===== config.mk =====
export PLATFORM = sky130hd
export DESIGN_NAME = fifo_job_scheduler_with_timeout
export DESIGN_NICKNAME = d
export VERILOG_FILES = /design/src/hw/rtl/fjs_pkg.sv /design/src/hw/rtl/fifo_job_scheduler_with_timeout.sv /design/src/hw/rtl/fjs_ram.sv /design/src/hw/rtl/fjs_outreg.sv /design/src/hw/rtl/fjs_ctrl.sv
export SDC_FILE = /design/constraint.sdc
export NUM_CORES = 1
export LEC_CHECK = 0
export BUFFER_PORTS_ARGS = -buffer_cell sky130_fd_sc_hd__buf_2
export CAP_MARGIN = 0
export CORE_MARGIN = 8
export CORE_UTILIZATION = 55
export DETAILED_ROUTE_END_ITERATION = 8
export GPL_TIMING_DRIVEN = 0
export PLACE_DENSITY = 0.75
export SYNTH_ARGS = -nofsm -noshare
export SYNTH_HDL_FRONTEND = slang
export SYNTH_HIERARCHICAL = 1
export SYNTH_SLANG_ARGS = --single-unit
export TNS_END_PERCENT = 5

===== constraint.sdc =====
create_clock -name clk -period 7.5 [get_ports clk]
set_input_delay 1.125 -clock clk [delete_from_list [all_inputs] [get_ports clk]]
set_output_delay 1.125 -clock clk [all_outputs]
set_load 0.01 [all_outputs]

===== src/hw/rtl/fjs_pkg.sv =====
// Shared types and constants for the FIFO job scheduler.
// Used by fjs_ctrl, fjs_outreg and the top level; depends on nothing.
`default_nettype none

package fjs_pkg;

    localparam int FIELD_W     = 16;
    localparam int CNT_W       = 3;
    localparam int QMAX_W      = 3;
    localparam int MAX_RESULTS = 5;

    localparam logic [QMAX_W-1:0] QMAX_RESET = 3'd3;

    localparam logic REQ_ARRIVE = 1'b0;
    localparam logic REQ_TICK   = 1'b1;

    localparam logic KIND_DONE  = 1'b0;
    localparam logic KIND_ABORT = 1'b1;

    // One job as stored in the wait queue and in the server slot
    typedef struct packed {
        logic [FIELD_W-1:0] timeout;
        logic [FIELD_W-1:0] duration;
        logic [FIELD_W-1:0] arrival;
        logic [FIELD_W-1:0] oid;
    } job_t;

    localparam int JOB_W = $bits(job_t);

    typedef struct packed {
        logic               kind;
        logic [FIELD_W-1:0] oid;
        logic [FIELD_W-1:0] stamp;
        logic [FIELD_W-1:0] delay;
    } rec_t;

    typedef struct packed {
        logic valid;
        logic last;
        rec_t rec;
    } push_t;

    typedef enum logic [2:0] {
        ST_IDLE,
        ST_TICK,
        ST_READ,
        ST_CHECK,
        ST_FLUSH
    } state_t;

    typedef struct packed {
        state_t           state;
        logic             busy;
        logic             pend_valid;
        logic [CNT_W-1:0] count;
    } status_t;

endpackage

`default_nettype wire


===== src/hw/rtl/fifo_job_scheduler_with_timeout.sv =====
// Single-server job scheduler with a bounded wait queue and job timeouts.
// Input channel (in_valid / in_stall): req_type selects an arrival (with
// job_oid, job_duration, job_timeout) or a clock tick. Output channel
// (out_valid / out_stall): one record word per finished or aborted job;
// last_record marks the final word caused by one input word.
// Configuration: cfg_we writes cfg_wdata into queue_max (reset value 3).
// Sequence: an arrival is handled in ST_IDLE, a rejected one then in ST_FLUSH.
// A tick passes ST_TICK and ST_READ, then for each dequeued entry a read of
// the wait-queue RAM (registered read) in ST_READ and a check in ST_CHECK;
// it ends in ST_FLUSH. One record is held back internally so the last one
// can be marked; a record passes from that held-back register into the
// output register.
// While the output register is full and stalled, the sequencer holds
// whenever it has a further record to hand on; in_stall stays high.
// Reset clears clock, server, queue pointers and the output register;
// the queue RAM needs no clearing as entries are written before read.
// Depends on fjs_pkg, fjs_ctrl, fjs_ram and fjs_outreg.
`default_nettype none

module fifo_job_scheduler_with_timeout #(
    parameter int QUEUE_DEPTH = 4
) (
    input  logic                        clk,
    input  logic                        rst_n,
    input  logic                        in_valid,
    output logic                        in_stall,
    input  logic                        req_type,
    input  logic [fjs_pkg::FIELD_W-1:0] job_oid,
    input  logic [fjs_pkg::FIELD_W-1:0] job_duration,
    input  logic [fjs_pkg::FIELD_W-1:0] job_timeout,
    output logic                        out_valid,
    input  logic                        out_stall,
    output logic                        record_kind,
    output logic [fjs_pkg::FIELD_W-1:0] record_oid,
    output logic [fjs_pkg::FIELD_W-1:0] record_time,
    output logic [fjs_pkg::FIELD_W-1:0] record_delay,
    output logic                        last_record,
    input  logic                        cfg_we,
    input  logic [fjs_pkg::QMAX_W-1:0]  cfg_wdata
);

    localparam int IDX_W = (QUEUE_DEPTH > 1) ? $clog2(QUEUE_DEPTH) : 1;
    localparam int LIMIT = (QUEUE_DEPTH < fjs_pkg::MAX_RESULTS - 1) ?
                           QUEUE_DEPTH : fjs_pkg::MAX_RESULTS - 1;

    logic              ram_we;
    logic [IDX_W-1:0]  ram_waddr;
    fjs_pkg::job_t     ram_wdata;
    logic              ram_re;
    logic [IDX_W-1:0]  ram_raddr;
    fjs_pkg::job_t     ram_rdata;
    logic              out_ready;
    fjs_pkg::push_t    push;
    fjs_pkg::status_t  status;

    fjs_ctrl #(
        .QUEUE_DEPTH (QUEUE_DEPTH)
    ) u_ctrl (
        .clk          (clk),
        .rst_n        (rst_n),
        .in_valid     (in_valid),
        .in_stall     (in_stall),
        .req_type     (req_type),
        .job_oid      (job_oid),
        .job_duration (job_duration),
        .job_timeout  (job_timeout),
        .cfg_we       (cfg_we),
        .cfg_wdata    (cfg_wdata),
        .ram_we       (ram_we),
        .ram_waddr    (ram_waddr),
        .ram_wdata    (ram_wdata),
        .ram_re       (ram_re),
        .ram_raddr    (ram_raddr),
        .ram_rdata    (ram_rdata),
        .out_ready    (out_ready),
        .push         (push),
        .status       (status)
    );

    fjs_ram #(
        .WIDTH (fjs_pkg::JOB_W),
        .DEPTH (QUEUE_DEPTH)
    ) u_queue_ram (
        .clk   (clk),
        .we    (ram_we),
        .waddr (ram_waddr),
        .wdata (ram_wdata),
        .re    (ram_re),
        .raddr (ram_raddr),
        .rdata (ram_rdata)
    );

    fjs_outreg u_outreg (
        .clk          (clk),
        .rst_n        (rst_n),
        .push         (push),
        .ready        (out_ready),
        .out_valid    (out_valid),
        .out_stall    (out_stall),
        .record_kind  (record_kind),
        .record_oid   (record_oid),
        .record_time  (record_time),
        .record_delay (record_delay),
        .last_record  (last_record)
    );

    // Queue never holds more jobs than the hard limit
    assert property (@(posedge clk) disable iff (!rst_n)
        status.count <= fjs_pkg::CNT_W'(LIMIT))
        else $error("wait queue count above limit");

    // Back in idle, nothing is held back and no job waits on an idle server
    assert property (@(posedge clk) disable iff (!rst_n)
        (status.state == fjs_pkg::ST_IDLE) |-> (!status.pend_valid &&
            (status.busy || (status.count == '0))))
        else $error("idle with pending record or undrained queue");

    // An accepted tick always starts the drain sequence
    assert property (@(posedge clk) disable iff (!rst_n)
        (in_valid && !in_stall && (req_type == fjs_pkg::REQ_TICK)) |=>
            (status.state == fjs_pkg::ST_TICK))
        else $error("tick not followed by server check");

    // A word pushed into the output register never overwrites a waiting one
    assert property (@(posedge clk) disable iff (!rst_n)
        push.valid |-> out_ready)
        else $error("record pushed while output register blocked");

endmodule

`default_nettype wire


===== src/hw/rtl/fjs_ram.sv =====
// Generic single-port-write, single-port-read RAM with registered read data.
// Stand-alone; holds the wait queue of the job scheduler.
`default_nettype none

module fjs_ram #(
    parameter int WIDTH = 64,
    parameter int DEPTH = 4,
    localparam int AW   = (DEPTH > 1) ? $clog2(DEPTH) : 1
) (
    input  logic             clk,
    input  logic             we,
    input  logic [AW-1:0]    waddr,
    input  logic [WIDTH-1:0] wdata,
    input  logic             re,
    input  logic [AW-1:0]    raddr,
    output logic [WIDTH-1:0] rdata
);

    logic [WIDTH-1:0] mem [DEPTH];
    logic [WIDTH-1:0] rdata_reg;

    always_ff @(posedge clk)
    begin
        if (we)
        begin
            mem[waddr] <= wdata;
        end
        if (re)
        begin
            rdata_reg <= mem[raddr];
        end
    end

    assign rdata = rdata_reg;

endmodule

`default_nettype wire


===== src/hw/rtl/fjs_outreg.sv =====
// Output register of the job scheduler: holds one record word until taken.
// Depends on fjs_pkg for the record types.
`default_nettype none

module fjs_outreg (
    input  logic                        clk,
    input  logic                        rst_n,
    input  fjs_pkg::push_t              push,
    output logic                        ready,
    output logic                        out_valid,
    input  logic                        out_stall,
    output logic                        record_kind,
    output logic [fjs_pkg::FIELD_W-1:0] record_oid,
    output logic [fjs_pkg::FIELD_W-1:0] record_time,
    output logic [fjs_pkg::FIELD_W-1:0] record_delay,
    output logic                        last_record
);

    logic           valid_reg;
    logic           valid_next;
    fjs_pkg::rec_t  rec_reg;
    logic           last_reg;

    assign ready      = !valid_reg || !out_stall;
    assign valid_next = push.valid || (valid_reg && out_stall);

    always_ff @(posedge clk or negedge rst_n)
    begin
        if (!rst_n)
        begin
            valid_reg <= 1'b0;
        end
        else
        begin
            valid_reg <= valid_next;
        end
    end

    // Payload: load only on a push, which the controller issues when ready
    always_ff @(posedge clk)
    begin
        if (push.valid)
        begin
            rec_reg  <= push.rec;
            last_reg <= push.last;
        end
    end

    assign out_valid    = valid_reg;
    assign record_kind  = rec_reg.kind;
    assign record_oid   = rec_reg.oid;
    assign record_time  = rec_reg.stamp;
    assign record_delay = rec_reg.delay;
    assign last_record  = last_reg;

endmodule

`default_nettype wire


===== src/hw/rtl/fjs_ctrl.sv =====
// Scheduler controller: clock, server slot, queue pointers and the sequencer
// that drains the wait queue from the RAM. Depends on fjs_pkg.
`default_nettype none

module fjs_ctrl #(
    parameter int QUEUE_DEPTH = 4,
    localparam int IDX_W      = (QUEUE_DEPTH > 1) ? $clog2(QUEUE_DEPTH) : 1
) (
    input  logic                         clk,
    input  logic                         rst_n,
    input  logic                         in_valid,
    output logic                         in_stall,
    input  logic                         req_type,
    input  logic [fjs_pkg::FIELD_W-1:0]  job_oid,
    input  logic [fjs_pkg::FIELD_W-1:0]  job_duration,
    input  logic [fjs_pkg::FIELD_W-1:0]  job_timeout,
    input  logic                         cfg_we,
    input  logic [fjs_pkg::QMAX_W-1:0]   cfg_wdata,
    output logic                         ram_we,
    output logic [IDX_W-1:0]             ram_waddr,
    output fjs_pkg::job_t                ram_wdata,
    output logic                         ram_re,
    output logic [IDX_W-1:0]             ram_raddr,
    input  fjs_pkg::job_t                ram_rdata,
    input  logic                         out_ready,
    output fjs_pkg::push_t               push,
    output fjs_pkg::status_t             status
);

    localparam int CNT_W = fjs_pkg::CNT_W;
    localparam int FW    = fjs_pkg::FIELD_W;
    localparam int SUM_W = (IDX_W + 1 > CNT_W) ? IDX_W + 1 : CNT_W;
    localparam int LIMIT = (QUEUE_DEPTH < fjs_pkg::MAX_RESULTS - 1) ?
                           QUEUE_DEPTH : fjs_pkg::MAX_RESULTS - 1;
    localparam logic [CNT_W-1:0] CAP_LIMIT = CNT_W'(LIMIT);

    fjs_pkg::state_t             state_reg, state_next;
    logic [fjs_pkg::QMAX_W-1:0]  qmax_reg, qmax_next;
    logic [FW-1:0]               clock_reg, clock_next;
    logic                        busy_reg, busy_next;
    fjs_pkg::job_t               run_job_reg, run_job_next;
    logic [FW-1:0]               run_start_reg, run_start_next;
    logic [IDX_W-1:0]            head_reg, head_next;
    logic [CNT_W-1:0]            count_reg, count_next;
    logic                        pend_valid_reg, pend_valid_next;
    fjs_pkg::rec_t               pend_reg, pend_next;

    logic                        accept;
    logic [CNT_W-1:0]            cap;
    logic [SUM_W-1:0]            tail_sum;
    logic [IDX_W-1:0]            tail;
    logic [IDX_W-1:0]            head_inc;
    logic [FW-1:0]               clock_inc;
    fjs_pkg::job_t               arrive_job;
    logic                        done_hit;
    logic                        run_expired;
    logic                        head_expired;
    logic                        emit_ok;

    assign accept   = in_valid && (state_reg == fjs_pkg::ST_IDLE);
    assign in_stall = (state_reg != fjs_pkg::ST_IDLE);

    assign cap = (qmax_reg > CAP_LIMIT) ? CAP_LIMIT : qmax_reg;

    always_comb
    begin
        tail_sum = SUM_W'(head_reg) + SUM_W'(count_reg);
        if (tail_sum >= SUM_W'(QUEUE_DEPTH))
        begin
            tail_sum = tail_sum - SUM_W'(QUEUE_DEPTH);
        end
    end

    assign tail      = tail_sum[IDX_W-1:0];
    assign head_inc  = (head_reg == IDX_W'(QUEUE_DEPTH - 1)) ? '0 : head_reg + IDX_W'(1);
    assign clock_inc = (clock_reg != '1) ? clock_reg + FW'(1) : clock_reg;

    assign arrive_job = '{timeout: job_timeout, duration: job_duration,
                          arrival: clock_reg, oid: job_oid};

    // Completion sum kept at 17 bits so a wrapped finish time never matches
    assign done_hit     = ({1'b0, run_start_reg} + {1'b0, run_job_reg.duration})
                          == {1'b0, clock_reg};
    assign run_expired  = (run_job_reg.timeout <= clock_reg);
    assign head_expired = (ram_rdata.timeout <= clock_reg);
    assign emit_ok      = !pend_valid_reg || out_ready;

    always_ff @(posedge clk or negedge rst_n)
    begin
        if (!rst_n)
        begin
            state_reg      <= fjs_pkg::ST_IDLE;
            qmax_reg       <= fjs_pkg::QMAX_RESET;
            clock_reg      <= '0;
            busy_reg       <= 1'b0;
            run_job_reg    <= '0;
            run_start_reg  <= '0;
            head_reg       <= '0;
            count_reg      <= '0;
            pend_valid_reg <= 1'b0;
        end
        else
        begin
            state_reg      <= state_next;
            qmax_reg       <= qmax_next;
            clock_reg      <= clock_next;
            busy_reg       <= busy_next;
            run_job_reg    <= run_job_next;
            run_start_reg  <= run_start_next;
            head_reg       <= head_next;
            count_reg      <= count_next;
            pend_valid_reg <= pend_valid_next;
        end
    end

    always_ff @(posedge clk)
    begin
        pend_reg <= pend_next;
    end

    // Next state
    always_comb
    begin
        state_next = state_reg;
        case (state_reg)
            fjs_pkg::ST_IDLE:
            begin
                if (accept)
                begin
                    if (req_type == fjs_pkg::REQ_TICK)
                    begin
                        state_next = fjs_pkg::ST_TICK;
                    end
                    else if (busy_reg && (count_reg >= cap))
                    begin
                        state_next = fjs_pkg::ST_FLUSH;
                    end
                end
            end
            fjs_pkg::ST_TICK:
            begin
                state_next = fjs_pkg::ST_READ;
            end
            fjs_pkg::ST_READ:
            begin
                if (!busy_reg && (count_reg != '0))
                begin
                    state_next = fjs_pkg::ST_CHECK;
                end
                else
                begin
                    state_next = fjs_pkg::ST_FLUSH;
                end
            end
            fjs_pkg::ST_CHECK:
            begin
                if (!head_expired)
                begin
                    state_next = fjs_pkg::ST_FLUSH;
                end
                else if (emit_ok)
                begin
                    state_next = fjs_pkg::ST_READ;
                end
            end
            fjs_pkg::ST_FLUSH:
            begin
                if (emit_ok)
                begin
                    state_next = fjs_pkg::ST_IDLE;
                end
            end
            default:
            begin
                state_next = fjs_pkg::ST_IDLE;
            end
        endcase
    end

    // Outputs and datapath
    always_comb
    begin
        qmax_next       = cfg_we ? cfg_wdata : qmax_reg;
        clock_next      = clock_reg;
        busy_next       = busy_reg;
        run_job_next    = run_job_reg;
        run_start_next  = run_start_reg;
        head_next       = head_reg;
        count_next      = count_reg;
        pend_valid_next = pend_valid_reg;
        pend_next       = pend_reg;
        ram_we          = 1'b0;
        ram_waddr       = tail;
        ram_wdata       = arrive_job;
        ram_re          = 1'b0;
        ram_raddr       = head_reg;
        push.valid      = 1'b0;
        push.last       = 1'b0;
        push.rec        = pend_reg;

        case (state_reg)
            fjs_pkg::ST_IDLE:
            begin
                if (accept)
                begin
                    if (req_type == fjs_pkg::REQ_TICK)
                    begin
                        clock_next = clock_inc;
                    end
                    else if (!busy_reg)
                    begin
                        run_job_next   = arrive_job;
                        run_start_next = clock_reg;
                        busy_next      = 1'b1;
                    end
                    else if (count_reg < cap)
                    begin
                        ram_we     = 1'b1;
                        count_next = count_reg + CNT_W'(1);
                    end
                    else
                    begin
                        // queue full: reject at once
                        pend_valid_next = 1'b1;
                        pend_next       = '{kind: fjs_pkg::KIND_ABORT, oid: job_oid,
                                            stamp: clock_reg, delay: '0};
                    end
                end
            end
            fjs_pkg::ST_TICK:
            begin
                if (busy_reg)
                begin
                    if (done_hit)
                    begin
                        busy_next       = 1'b0;
                        pend_valid_next = 1'b1;
                        pend_next       = '{kind: fjs_pkg::KIND_DONE, oid: run_job_reg.oid,
                                            stamp: clock_reg,
                                            delay: run_start_reg - run_job_reg.arrival};
                    end
                    else if (run_expired)
                    begin
                        busy_next       = 1'b0;
                        pend_valid_next = 1'b1;
                        pend_next       = '{kind: fjs_pkg::KIND_ABORT, oid: run_job_reg.oid,
                                            stamp: clock_reg,
                                            delay: clock_reg - run_job_reg.arrival};
                    end
                end
            end
            fjs_pkg::ST_READ:
            begin
                if (!busy_reg && (count_reg != '0))
                begin
                    ram_re = 1'b1;
                end
            end
            fjs_pkg::ST_CHECK:
            begin
                if (!head_expired)
                begin
                    run_job_next   = ram_rdata;
                    run_start_next = clock_reg;
                    busy_next      = 1'b1;
                    head_next      = head_inc;
                    count_next     = count_reg - CNT_W'(1);
                end
                else if (emit_ok)
                begin
                    // Hand the older record on; it cannot be the last one
                    push.valid      = pend_valid_reg;
                    pend_valid_next = 1'b1;
                    pend_next       = '{kind: fjs_pkg::KIND_ABORT, oid: ram_rdata.oid,
                                        stamp: clock_reg,
                                        delay: clock_reg - ram_rdata.arrival};
                    head_next       = head_inc;
                    count_next      = count_reg - CNT_W'(1);
                end
            end
            fjs_pkg::ST_FLUSH:
            begin
                if (pend_valid_reg && out_ready)
                begin
                    push.valid      = 1'b1;
                    push.last       = 1'b1;
                    pend_valid_next = 1'b0;
                end
            end
            default:
            begin
                pend_valid_next = 1'b0;
            end
        endcase
    end

    assign status = '{state: state_reg, busy: busy_reg,
                      pend_valid: pend_valid_reg, count: count_reg};

endmodule

`default_nettype wire


# After elaboration in Yosys (flattened, before gate mapping)

Memories as Yosys holds them, arrays and structs flattened. A register that Yosys moved wholly into a read port is not among the register bits.
Index checks and enable logic that the tools add are counted.

Bitwise gates (word level): 1
$add $sub $neg: 10
Reduce and logical (&&, ||, !) cells: 25
Multiplexer cells: 71
$lt $le $gt $ge: 6
Equal/unequal tests: 23

Operator list:

| kind                  | number |
|---|---|
| $mux 49               | 9 |
| $mux 64               | 4 |
| $pmux 49 s3           | 1 |
| $pmux 64 s2           | 1 |
| $mux 16               | 4 |
| $sub 16x16->16        | 3 |
| $mux 3                | 14 |
| $le 16x16->1          | 2 |
| $pmux 16 s2           | 1 |
| $mux 1                | 27 |
| $add 16x16->17        | 1 |
| $eq 17x16->1          | 1 |
| $add 16x1->16 const B | 1 |
| $ne 16x16->1 const B  | 1 |
| $pmux 3 s5            | 1 |
| $ne 2x1->1 const B    | 7 |
| $ne 2x2->1 const B    | 6 |
| $reduce_and 4->1      | 3 |
| $mux 2                | 5 |
| $reduce_and 10->1     | 1 |
| $reduce_and 9->1      | 1 |
| $reduce_bool 3->1     | 3 |
| $eq 3x2->1 const B    | 2 |
| $ne 3x3->1 const B    | 2 |
| other kinds (26)      | 35 |

Memories: 1
Output and inout bits: 52
RAM bits: 256
Register bits: 209
Bits of input ports: 57

Memory list:

| name            | words | bits a word | read ports | clocked after Yosys merged registers in | write ports | RTL line      | text |
|---|---|---|---|---|---|---|---|
| u_queue_ram.mem | 4     | 64          | 1          | 1                                       | 1           | fjs_ram.sv:19 | `logic [WIDTH-1:0] mem [DEPTH];` |

# Depth between registers and ports, before layout

Gate-level depths: netlist of the first run.

Depth after elaboration: 10
Depth in mapped cells: 26

# Hierarchy

The synthesis of the first run kept the hierarchy.

By module, submodules not included:

| module     | cells each | area an instance (um2) | instances |
|---|---|---|---|
| fjs_ram    | 402        | 11263.3                | 1 |
| fjs_ctrl   | 1250       | 10933.0                | 1 |
| fjs_outreg | 53         | 1537.7                 | 1 |

# Worst setup path before layout of the first run

OpenSTA, ideal clock, no wires.

Path type: reg2reg
Start: register u_ctrl.state_reg[0]
End: register u_queue_ram.rdata_reg[0] (netlist: u_queue_ram/rdata[0]), read port of u_queue_ram.mem, enable pin
Required time: 6.828 ns
Arrival time: 7.284 ns
Library setup time: 0.672 ns
Clock period less this slack: 7.956 ns
Stages on the path, launching flop included: 3
Setup slack: -0.456 ns
Buffers on the path: 1
Path through: dfrtp_1 -> clkbuf_1 -> nor4b_1

Cells in the longest elaborated chain, start to end: 2

RTL lines:

| element                | RTL line                              | text |
|---|---|---|
| from (decl)            | fjs_ctrl.sv:37                        | `fjs_pkg::state_t state_reg, state_next;` |
| from (signal assigned) | fjs_ctrl.sv:92                        | `state_reg <= fjs_pkg::ST_IDLE;` |
| from (signal assigned) | fjs_ctrl.sv:104                       | `state_reg <= state_next;` |
| $eq 3x2->1             | fjs_ctrl.sv:201                       | `case (state_reg)` |
| $mux 1                 | fjs_ctrl.sv:201                       |  |
| net ram_re             | fifo_job_scheduler_with_timeout.sv:49 | `logic ram_re;` |
| to (decl)              | fjs_ram.sv:20                         | `logic [WIDTH-1:0] rdata_reg;` |

The timed path passes the listed nets, and every way through them passes these cells.
A chain may end at the register's enable or synchronous reset.

==> results.sh, run 1 <==
export IMPL_die_area_mm2=0.0500
export IMPL_rows=76
export IMPL_cts_made_buffers=52
export IMPL_largest_reg_flops=256
export IMPL_post_cts_buffers=0
export IMPL_slew_headroom_pct=31.9
export IMPL_cts_root_buffer="clkbuf_16"
export IMPL_ctsHoldBuffers=0
export IMPL_start_util_pct=55.4
export IMPL_seq_area_mm2=0.0153
export IMPL_grt_max_degree=74
export IMPL_ios=109
export IMPL_grt_first_pass_wirelength_mm=85.0
export IMPL_cp_max_fo=10
export IMPL_status="finished clean"
export IMPL_cp_data_required_time_ns=7.83
export IMPL_core_mm2=0.0428
export IMPL_synth_area_per_cell_um2=13.9
export IMPL_die_width_um=224
export IMPL_grt_pass1_vias=14800
export IMPL_drive_gt1_share_pct=20.6
export IMPL_min_period_ns=7.19
export IMPL_cts_tree="done"
export IMPL_drv_cap=0
export IMPL_grt_antenna_before_repair=0
export IMPL_drtIter0Drc=1182
export IMPL_ir_drop_mv=0.255
export IMPL_fin_util_pct=63.1
export IMPL_grt_overflow_total=0
export IMPL_drtAntennaViolNets=0
export IMPL_critPathKind="flip-flop to flip-flop"
export IMPL_cp_start_kind="flip-flop"
export IMPL_dp_cells=2375
export IMPL_clock_fmax_mhz=139
export IMPL_finClkSkew_ns=0.0213
export IMPL_area_growth_pct=13.8
export IMPL_port_buffers=108
export IMPL_path_clk_slew_ns=0.06
export IMPL_synthCells=1703
export IMPL_die_y_um=224
export IMPL_clock_latency_ns=0.60
export IMPL_grt_use_total_pct=22.1
export IMPL_syn_num_nets=1848
export IMPL_cts_sinks=529
export IMPL_cts_repair_resized=0
export IMPL_tightest_slew_ns=1.02
export IMPL_clockBufferDepth=3
export IMPL_postRouteWirelength_mm=54.9
export IMPL_multi_input_area_mm2=0.00730
export IMPL_tns_ns=0
export IMPL_first_pass_iters=5
export IMPL_avgViaCountPerCell=5.83
export IMPL_cp_end_kind="flip-flop"
export IMPL_hpwl_mm=39.2
export IMPL_setup_viol=0
export IMPL_gp_congestion=0.918
export IMPL_hold_violations=0
export IMPL_hold_class="flip-flop to flip-flop"
export IMPL_layout_cells_non_filler=2473
export IMPL_leakagePower_nw=10.1
export IMPL_slew_violations=0
export IMPL_nNetsFinal=2028
export IMPL_fillers=3134
export IMPL_drcViolationCount=0
export IMPL_wl_per_cell_um=22.2
export IMPL_diodes=0
export IMPL_vias=14400
export IMPL_syn_area_mm2=0.0237
export IMPL_htree_levels=2
export IMPL_post_route_period_util_pct=95.9
export IMPL_rsz0062_at_grt="no"
export IMPL_yosys_warnings=6
export IMPL_arrival_ns=7.53
export IMPL_p_total_mw=10.3
export IMPL_power_density_mw_per_mm2=380
==> placed cells by master (no fill, tap or decap), types with 26 or more instances in the layout <==
cell	count
o21ai_0	85
edfxtp_1	419
clkbuf_16	53
xnor2_1	43
buf_4	66
clkbuf_1	52
a31oi_1	52
a21oi_1	57
ha_1	84
nand2_1	199
mux2i_1	26
mux4_2	60
inv_1	65
nor2_1	111
dfrtp_1	108
buf_2	126
nor3_1	26
==> final timing paths <==
path	from	to	slack, ns	cells past startpoint
hold reg to reg	u_ctrl/push[32]	u_outreg/record_oid[0]	0.41	0
hold / removal	u_ctrl/push[32]	u_outreg/record_oid[0]	0.41	0
setup / recovery	u_ctrl/run_job_reg[32]	u_ctrl/push[14]	0.31	25
setup reg to reg	u_ctrl/run_job_reg[32]	u_ctrl/push[14]	0.31	25
min in group asynchronous	rst_n	u_ctrl/run_job_reg[40]	0.43	1
max in group asynchronous	rst_n	u_ctrl/qmax_reg[1]	6.31	2
==> critical path, stage by stage (launching register included) <==
cell and delay [ns]:
dfrtp_1 0.42, ha_1 0.25, inv_1 0.08, fa_1 0.42
xnor2_1 0.17, a2111o_1 0.44, a311oi_1 0.23, nand4_1 0.18
a211oi_1 0.31, nand4_1 0.14, nor3_1 0.56, buf_2 0.34
nor2_1 0.06, a21oi_1 0.18, ha_1 0.20, inv_1 0.05
fa_1 0.41, a21o_1 0.19, a21o_1 0.20, a21o_1 0.18
a21o_1 0.20, a21o_1 0.19, a41o_1 0.25, o41ai_1 0.47
o21ai_0 0.27, o311ai_1 0.54
==> final cells by class <==
cell class | instances | area share (%)
well taps | 546 | 2.53
clock buffers | 73 | 5.34
repair buffers | 126 | 3.10
clock inverters | 25 | 1.02
multi-input cells | 975 | 27.0
inverters | 66 | 0.917
plain buffers | 133 | 3.25
flip-flops and latches | 529 | 56.8
==> layer usage <==
layer,GRT usage [%],vias up,wire [µm]
met5,0,-,0
met4,6.16,0,1260
met3,3.62,90,3420
met2,37.7,486,27100
met1,29.2,7206,23100
li1,-,6633,-
==> where the power goes <==
| group | internal, mW | switching (mW) | leakage (nW) |
|---|---|---|---|
| registers | 3.89 | 0.291 | 5.11 |
| logic | 1.47 | 1.99 | 4.19 |
| clock network | 1.52 | 1.09 | 0.850 |
==> through the flow <==
| stage | hold WS [ns] | worst slack (ns) | cell area, µm² |
|---|---|---|---|
| 6_report | 0.414 | 0.307 | 27000 |
| 4_1_cts | 0.409 | 0.395 | 27000 |
| 3_5_place_dp | 0.405 | 0.387 | 25300 |
| 3_3_place_gp | 0.402 | -3.60 | 24900 |
| 2_1_floorplan | 0.400 | 0.784 | 23700 |
| 5_1_grt | 0.424 | 0.0588 | 27000 |
Note: power is estimated with default switching activity, not from simulation.
==> run 2: changes to the inputs <==
- CORE_UTILIZATION: 55 -> 40
- PLACE_DENSITY: 0.75 -> unset
==> results.sh, run 2 (same netlist as run 1, synthesis figures left out) <==
export IMPL_htree_levels=2
export IMPL_power_density_mw_per_mm2=381
export IMPL_hp_start="u_ctrl/push[24]"
export IMPL_p_total_mw=10.5
export IMPL_hold_ws_ns=0.417
export IMPL_final_area_mm2=0.0275
export IMPL_hpwl_mm=42.3
export IMPL_setup_slack_ns=0.419
export IMPL_tightest_slew_ns=1.09
export IMPL_fillers=5254
export IMPL_combPwrFrac_pct=33.5
export IMPL_clock_latency_ns=0.61
export IMPL_slew_headroom_pct=27.4
export IMPL_finClkSkew_ns=0.0220
export IMPL_cpMaxStageDelayCell="o311ai_1"
export IMPL_critPathKind="flip-flop to flip-flop"
export IMPL_start_util_pct=40.3
export IMPL_grt_overflow_total=0
export IMPL_first_pass_iters=5
export IMPL_slew_violations=0
export IMPL_grt_antenna_before_repair=2
export IMPL_post_route_period_util_pct=94.4
export IMPL_final_cell_mix="edfxtp_1 (419), nand2_1 (199), buf_2 (126)"
export IMPL_drtAntennaViolNets=0
export IMPL_seq_area_mm2=0.0153
export IMPL_drive_gt1_share_pct=20.8
export IMPL_cts_root_buffer="clkbuf_16"
export IMPL_gp_congestion=0.892
export IMPL_core_mm2=0.0588
export IMPL_grt_first_pass_wirelength_mm=88.6
export IMPL_ctsHoldBuffers=0
export IMPL_p_clk_share_pct=26.5
export IMPL_hold_violations=0
export IMPL_ios=109
export IMPL_cpMostUsedCell="a21o_1"
export IMPL_cp_data_required_time_ns=7.83
export IMPL_cp_max_fo=10
export IMPL_die_width_um=260
export IMPL_gr_usage_met2_pct=28.3
export IMPL_clockBufferDepth=3
export IMPL_grt_pass1_vias=14700
export IMPL_fin_util_pct=46.7
export IMPL_holdPathEnd="u_outreg/record_time[8]"
export IMPL_drv_cap=0
export IMPL_pre_cts_slack_ns=0.0848
export IMPL_rsz0062_at_grt="no"
export IMPL_grt_max_degree=61
export IMPL_dp_cells=2604
export IMPL_layout_commonest_cell="edfxtp_1"
export IMPL_path_clk_slew_ns=0.06
export IMPL_power_switching_mw=3.45
export IMPL_hold_class="flip-flop to flip-flop"
export IMPL_clock_fmax_mhz=141
export IMPL_avgViaCountPerCell=5.25
export IMPL_grtUsageMet1_pct=22.8
export IMPL_postRouteWirelength_mm=58.5
export IMPL_layout_cells_non_filler=2711
export IMPL_arrival_ns=7.41
export IMPL_switching_share_pct=33.0
export IMPL_cp_end_kind="flip-flop"
export IMPL_multi_input_area_mm2=0.00732
export IMPL_cts_tree="done"
export IMPL_worstReg2RegStart="u_ctrl/run_job_reg[32]"
export IMPL_ir_drop_mv=0.184
export IMPL_port_buffers=108
export IMPL_cp_start_kind="flip-flop"
export IMPL_largest_reg_flops=256
export IMPL_cts_sinks=529
export IMPL_die_area_mm2=0.0673
export IMPL_p_seq_share_pct=40.0
export IMPL_nNetsFinal=2033
export IMPL_vias=14200
export IMPL_placed_area_mm2=0.0256
export IMPL_rows=89
export IMPL_top_usage_layer="met2"
export IMPL_die_y_um=260
export IMPL_cpPeakStageDelay_ns=0.52
export IMPL_drtIter0Drc=963
export IMPL_leakagePower_nw=10.2
export IMPL_setup_viol=0
export IMPL_min_period_ns=7.08
export IMPL_p_int_mw=7.02
export IMPL_cts_made_buffers=55
export IMPL_wl_per_cell_um=21.6
export IMPL_worstHoldPathCells=0
export IMPL_tns_ns=0
export IMPL_use_met3_pct=2.84
export IMPL_area_growth_pct=15.8
export IMPL_r2r_worst_path_cells=25
export IMPL_grt_use_total_pct=17.2
export IMPL_drcViolationCount=0
export IMPL_ff2ff_setup_slack_ns=0.42
export IMPL_reg2reg_to="u_ctrl/push[14]"
export IMPL_status="finished clean"
## run 2: cell types whose count changed in the layout (fill, tap and decap cells not counted), moves of 3 or more
cell,change
clkbuf_1,-8
clkinv_1,+10
clkinvlp_4,+3
diode_2,+4
inv_6,-4
clkbuf_16,+4
## run 2: how the worst max path moves through the flow
| stage | endpoint | start | slack [ns] |
|---|---|---|---|
| after floorplan | u_queue_ram/mem[0][0] | u_ctrl/state_reg[0] | 0.78 |
| after global placement | u_queue_ram/mem[0][40] | u_ctrl/qmax_reg[2] | -4.17 |
| after detailed placement | u_ctrl/push[14] | u_ctrl/run_job_reg[32] | 0.08 |
| after CTS | u_ctrl/push[14] | u_ctrl/run_job_reg[32] | 0.05 |
| after global routing | u_ctrl/push[14] | u_ctrl/run_job_reg[32] | 0.16 |
| final | u_ctrl/push[14] | u_ctrl/run_job_reg[32] | 0.42 |
## run 2: final cells by class
class / instances / area share [%]
clock buffers: 68 / 5.45
plain buffers: 133 / 3.20
diodes: 4 / 0.0364
flip-flops and latches: 529 / 55.8
clock inverters: 35 / 1.30
inverters: 66 / 0.902
well taps: 773 / 3.52
repair buffers: 128 / 3.14
multi-input cells: 975 / 26.6
## run 2: critical path: cells and delay by family (launching register included)
| kind | cells | cell delay (ns) |
|---|---|---|
| flip-flops | 1 | 0.45 |
| AND/OR/NAND/NOR | 4 | 0.90 |
| XOR/XNOR | 1 | 0.16 |
| adder cells (fa/ha/maj) | 4 | 1.30 |
| buffers and inverters | 3 | 0.45 |
| AO/OA/AOI/OAI | 13 | 3.53 |
## run 2: per-layer routing
| layer | routed length, µm | up-vias |
|---|---|---|
| met5 | 0 | - |
| met2 | 28000 | 308 |
| met1 | 26400 | 7188 |
| met4 | 1770 | 0 |
| li1 | - | 6641 |
| met3 | 2350 | 99 |
## run 2: power by group through the flow
| stage | Clock [mW] | Combinational (mW) | Sequential (mW) |
|---|---|---|---|
| floorplan | 0 | 2.49 | 4.17 |
| global placement | 0 | 3.37 | 4.28 |
| detailed placement | 0 | 3.50 | 4.24 |
| CTS | 2.86 | 3.51 | 4.18 |
| global route | 2.96 | 3.86 | 4.23 |
| finish | 2.78 | 3.51 | 4.18 |
## run 2: what timing repair did
item,in CTS,in global routing
resized for setup,0,2
endpoints found under the setup margin,0,1
buffers inserted,0,0
endpoints found under the hold margin,0,0
==> run 3: changes to the inputs <==
- CELL_PAD_IN_SITES_DETAIL_PLACEMENT: unset -> 0
- CELL_PAD_IN_SITES_GLOBAL_PLACEMENT: unset -> 1
- PLACE_DENSITY_LB_ADDON: unset -> 0.08
==> results.sh, run 3 (same netlist as run 1, synthesis figures left out) <==
export IMPL_status="finished clean"
export IMPL_avgViaCountPerCell=5.17
export IMPL_tns_ns=0
export IMPL_rows=89
export IMPL_cp_max_fo=10
export IMPL_ir_drop_mv=0.183
export IMPL_grt_use_total_pct=18.0
export IMPL_post_route_period_util_pct=95.9
export IMPL_setup_viol=0
export IMPL_layout_commonest_cell="edfxtp_1"
export IMPL_cp_start_kind="flip-flop"
export IMPL_drtIter0Drc=784
export IMPL_gp_congestion=0.838
export IMPL_grt_first_pass_wirelength_mm=91.4
export IMPL_layout_cells_non_filler=2714
export IMPL_min_period_ns=7.19
export IMPL_start_util_pct=40.3
export IMPL_path_clk_slew_ns=0.06
export IMPL_cp_data_required_time_ns=7.86
export IMPL_final_area_mm2=0.0274
export IMPL_drtAntennaViolNets=0
export IMPL_p_seq_share_pct=40.3
export IMPL_final_cell_mix="edfxtp_1 (419), nand2_1 (199), buf_2 (126)"
export IMPL_cts_repair_resized=0
export IMPL_die_y_um=260
export IMPL_diodes=0
export IMPL_finClkSkew_ns=0.0223
export IMPL_arrival_ns=7.55
export IMPL_postRouteWirelength_mm=61.2
export IMPL_drcViolationCount=0
export IMPL_switching_share_pct=33.7
export IMPL_largest_reg_flops=256
export IMPL_drv_cap=0
export IMPL_cpPeakStageDelay_ns=0.52
export IMPL_clock_fmax_mhz=139
export IMPL_die_width_um=260
export IMPL_hold_ws_ns=0.377
export IMPL_grt_max_degree=88
export IMPL_placed_area_mm2=0.0256
export IMPL_drive_gt1_share_pct=20.7
export IMPL_grt_antenna_before_repair=2
export IMPL_core_mm2=0.0588
export IMPL_power_density_mw_per_mm2=378
export IMPL_pre_cts_slack_ns=0.141
export IMPL_htree_levels=2
export IMPL_grt_pass1_vias=14500
export IMPL_nNetsFinal=2037
export IMPL_cts_sinks=529
export IMPL_rsz0062_at_grt="no"
export IMPL_first_pass_iters=5
export IMPL_setup_slack_ns=0.307
export IMPL_port_buffers=108
export IMPL_leakagePower_nw=10.2
export IMPL_clock_latency_ns=0.62
export IMPL_ctsHoldBuffers=0
export IMPL_p_int_mw=6.86
export IMPL_critPathKind="flip-flop to flip-flop"
export IMPL_slew_headroom_pct=28.8
export IMPL_dp_cells=2605
export IMPL_power_switching_mw=3.49
export IMPL_cpMostUsedCell="a21o_1"
export IMPL_vias=14000
export IMPL_area_growth_pct=15.5
export IMPL_hold_violations=0
export IMPL_slew_violations=0
export IMPL_ios=109
export IMPL_cp_end_kind="flip-flop"
export IMPL_cpMaxStageDelayCell="o311ai_1"
export IMPL_clockBufferDepth=3
export IMPL_cts_made_buffers=58
export IMPL_p_clk_share_pct=25.6
export IMPL_wl_per_cell_um=22.6
export IMPL_tightest_slew_ns=1.07
export IMPL_hpwl_mm=43.2
export IMPL_hold_class="input pin to asynchronous set/reset pin"
export IMPL_cts_root_buffer="clkbuf_16"
export IMPL_seq_area_mm2=0.0153
export IMPL_fillers=5229
export IMPL_die_area_mm2=0.0673
export IMPL_grt_overflow_total=0
export IMPL_multi_input_area_mm2=0.00731
export IMPL_combPwrFrac_pct=34.1
export IMPL_post_cts_buffers=0
export IMPL_cts_tree="done"
-- run 3: cell type report --
cell class	count	area share, %
multi-input combinational	975	26.7
clock buffer	75	5.60
clock inverter	34	0.859
inverter	66	0.904
tap	773	3.53
buffer	133	3.21
timing repair buffer	129	3.25
sequential	529	56.0
-- run 3: worst paths after layout --
path	start	endpoint	slack [ns]	depth (start not counted)
worst min register to register	u_ctrl/push[34]	u_outreg/record_oid[2]	0.42	0
worst max register to register	u_ctrl/run_job_reg[32]	u_ctrl/push[14]	0.31	25
max in group asynchronous	rst_n	u_ctrl/run_job_reg[23]	6.33	2
min in group clk	u_ctrl/push[34]	u_outreg/record_oid[2]	0.42	0
worst min-delay path	rst_n	u_ctrl/run_job_reg[8]	0.38	1
worst max-delay path	u_ctrl/run_job_reg[32]	u_ctrl/push[14]	0.31	25
-- run 3: stage by stage --
step | utilization [%] | total power [mW]
after floorplan | - | 6.65
after global placement | 42.9 | 7.71
after detailed placement | 43.6 | 7.80
after CTS | 46.6 | 10.5
after global routing | 46.6 | 11.0
final | 46.6 | 10.4
-- run 3: routing by layer --
metal	track usage [%]	routed length [µm]	part of all wire (%)
met1	24.3	27600	45
met2	29.9	29700	48
met4	5.61	1650	2.7
met5	0	12	0.020
met3	2.54	2330	3.8
-- run 3: worst max-delay path, delay by kind of cell, from the launching register on --
family                     cells  cell delay [ns]
DFF                            1             0.44
buffers and inverters          3             0.46
adders and majority gates      4             1.27
AOI/OAI and AO/OA             11             3.02
and+or+nand+nor                7             1.74
-- run 3: power by group through the flow --
stage	Sequential, mW	Clock (mW)	Combinational (mW)
after floorplan	4.17	0	2.49
after global placement	4.28	0	3.43
after detailed placement	4.24	0	3.57
after CTS	4.18	2.74	3.58
after global routing	4.23	2.83	3.91
final	4.17	2.65	3.53
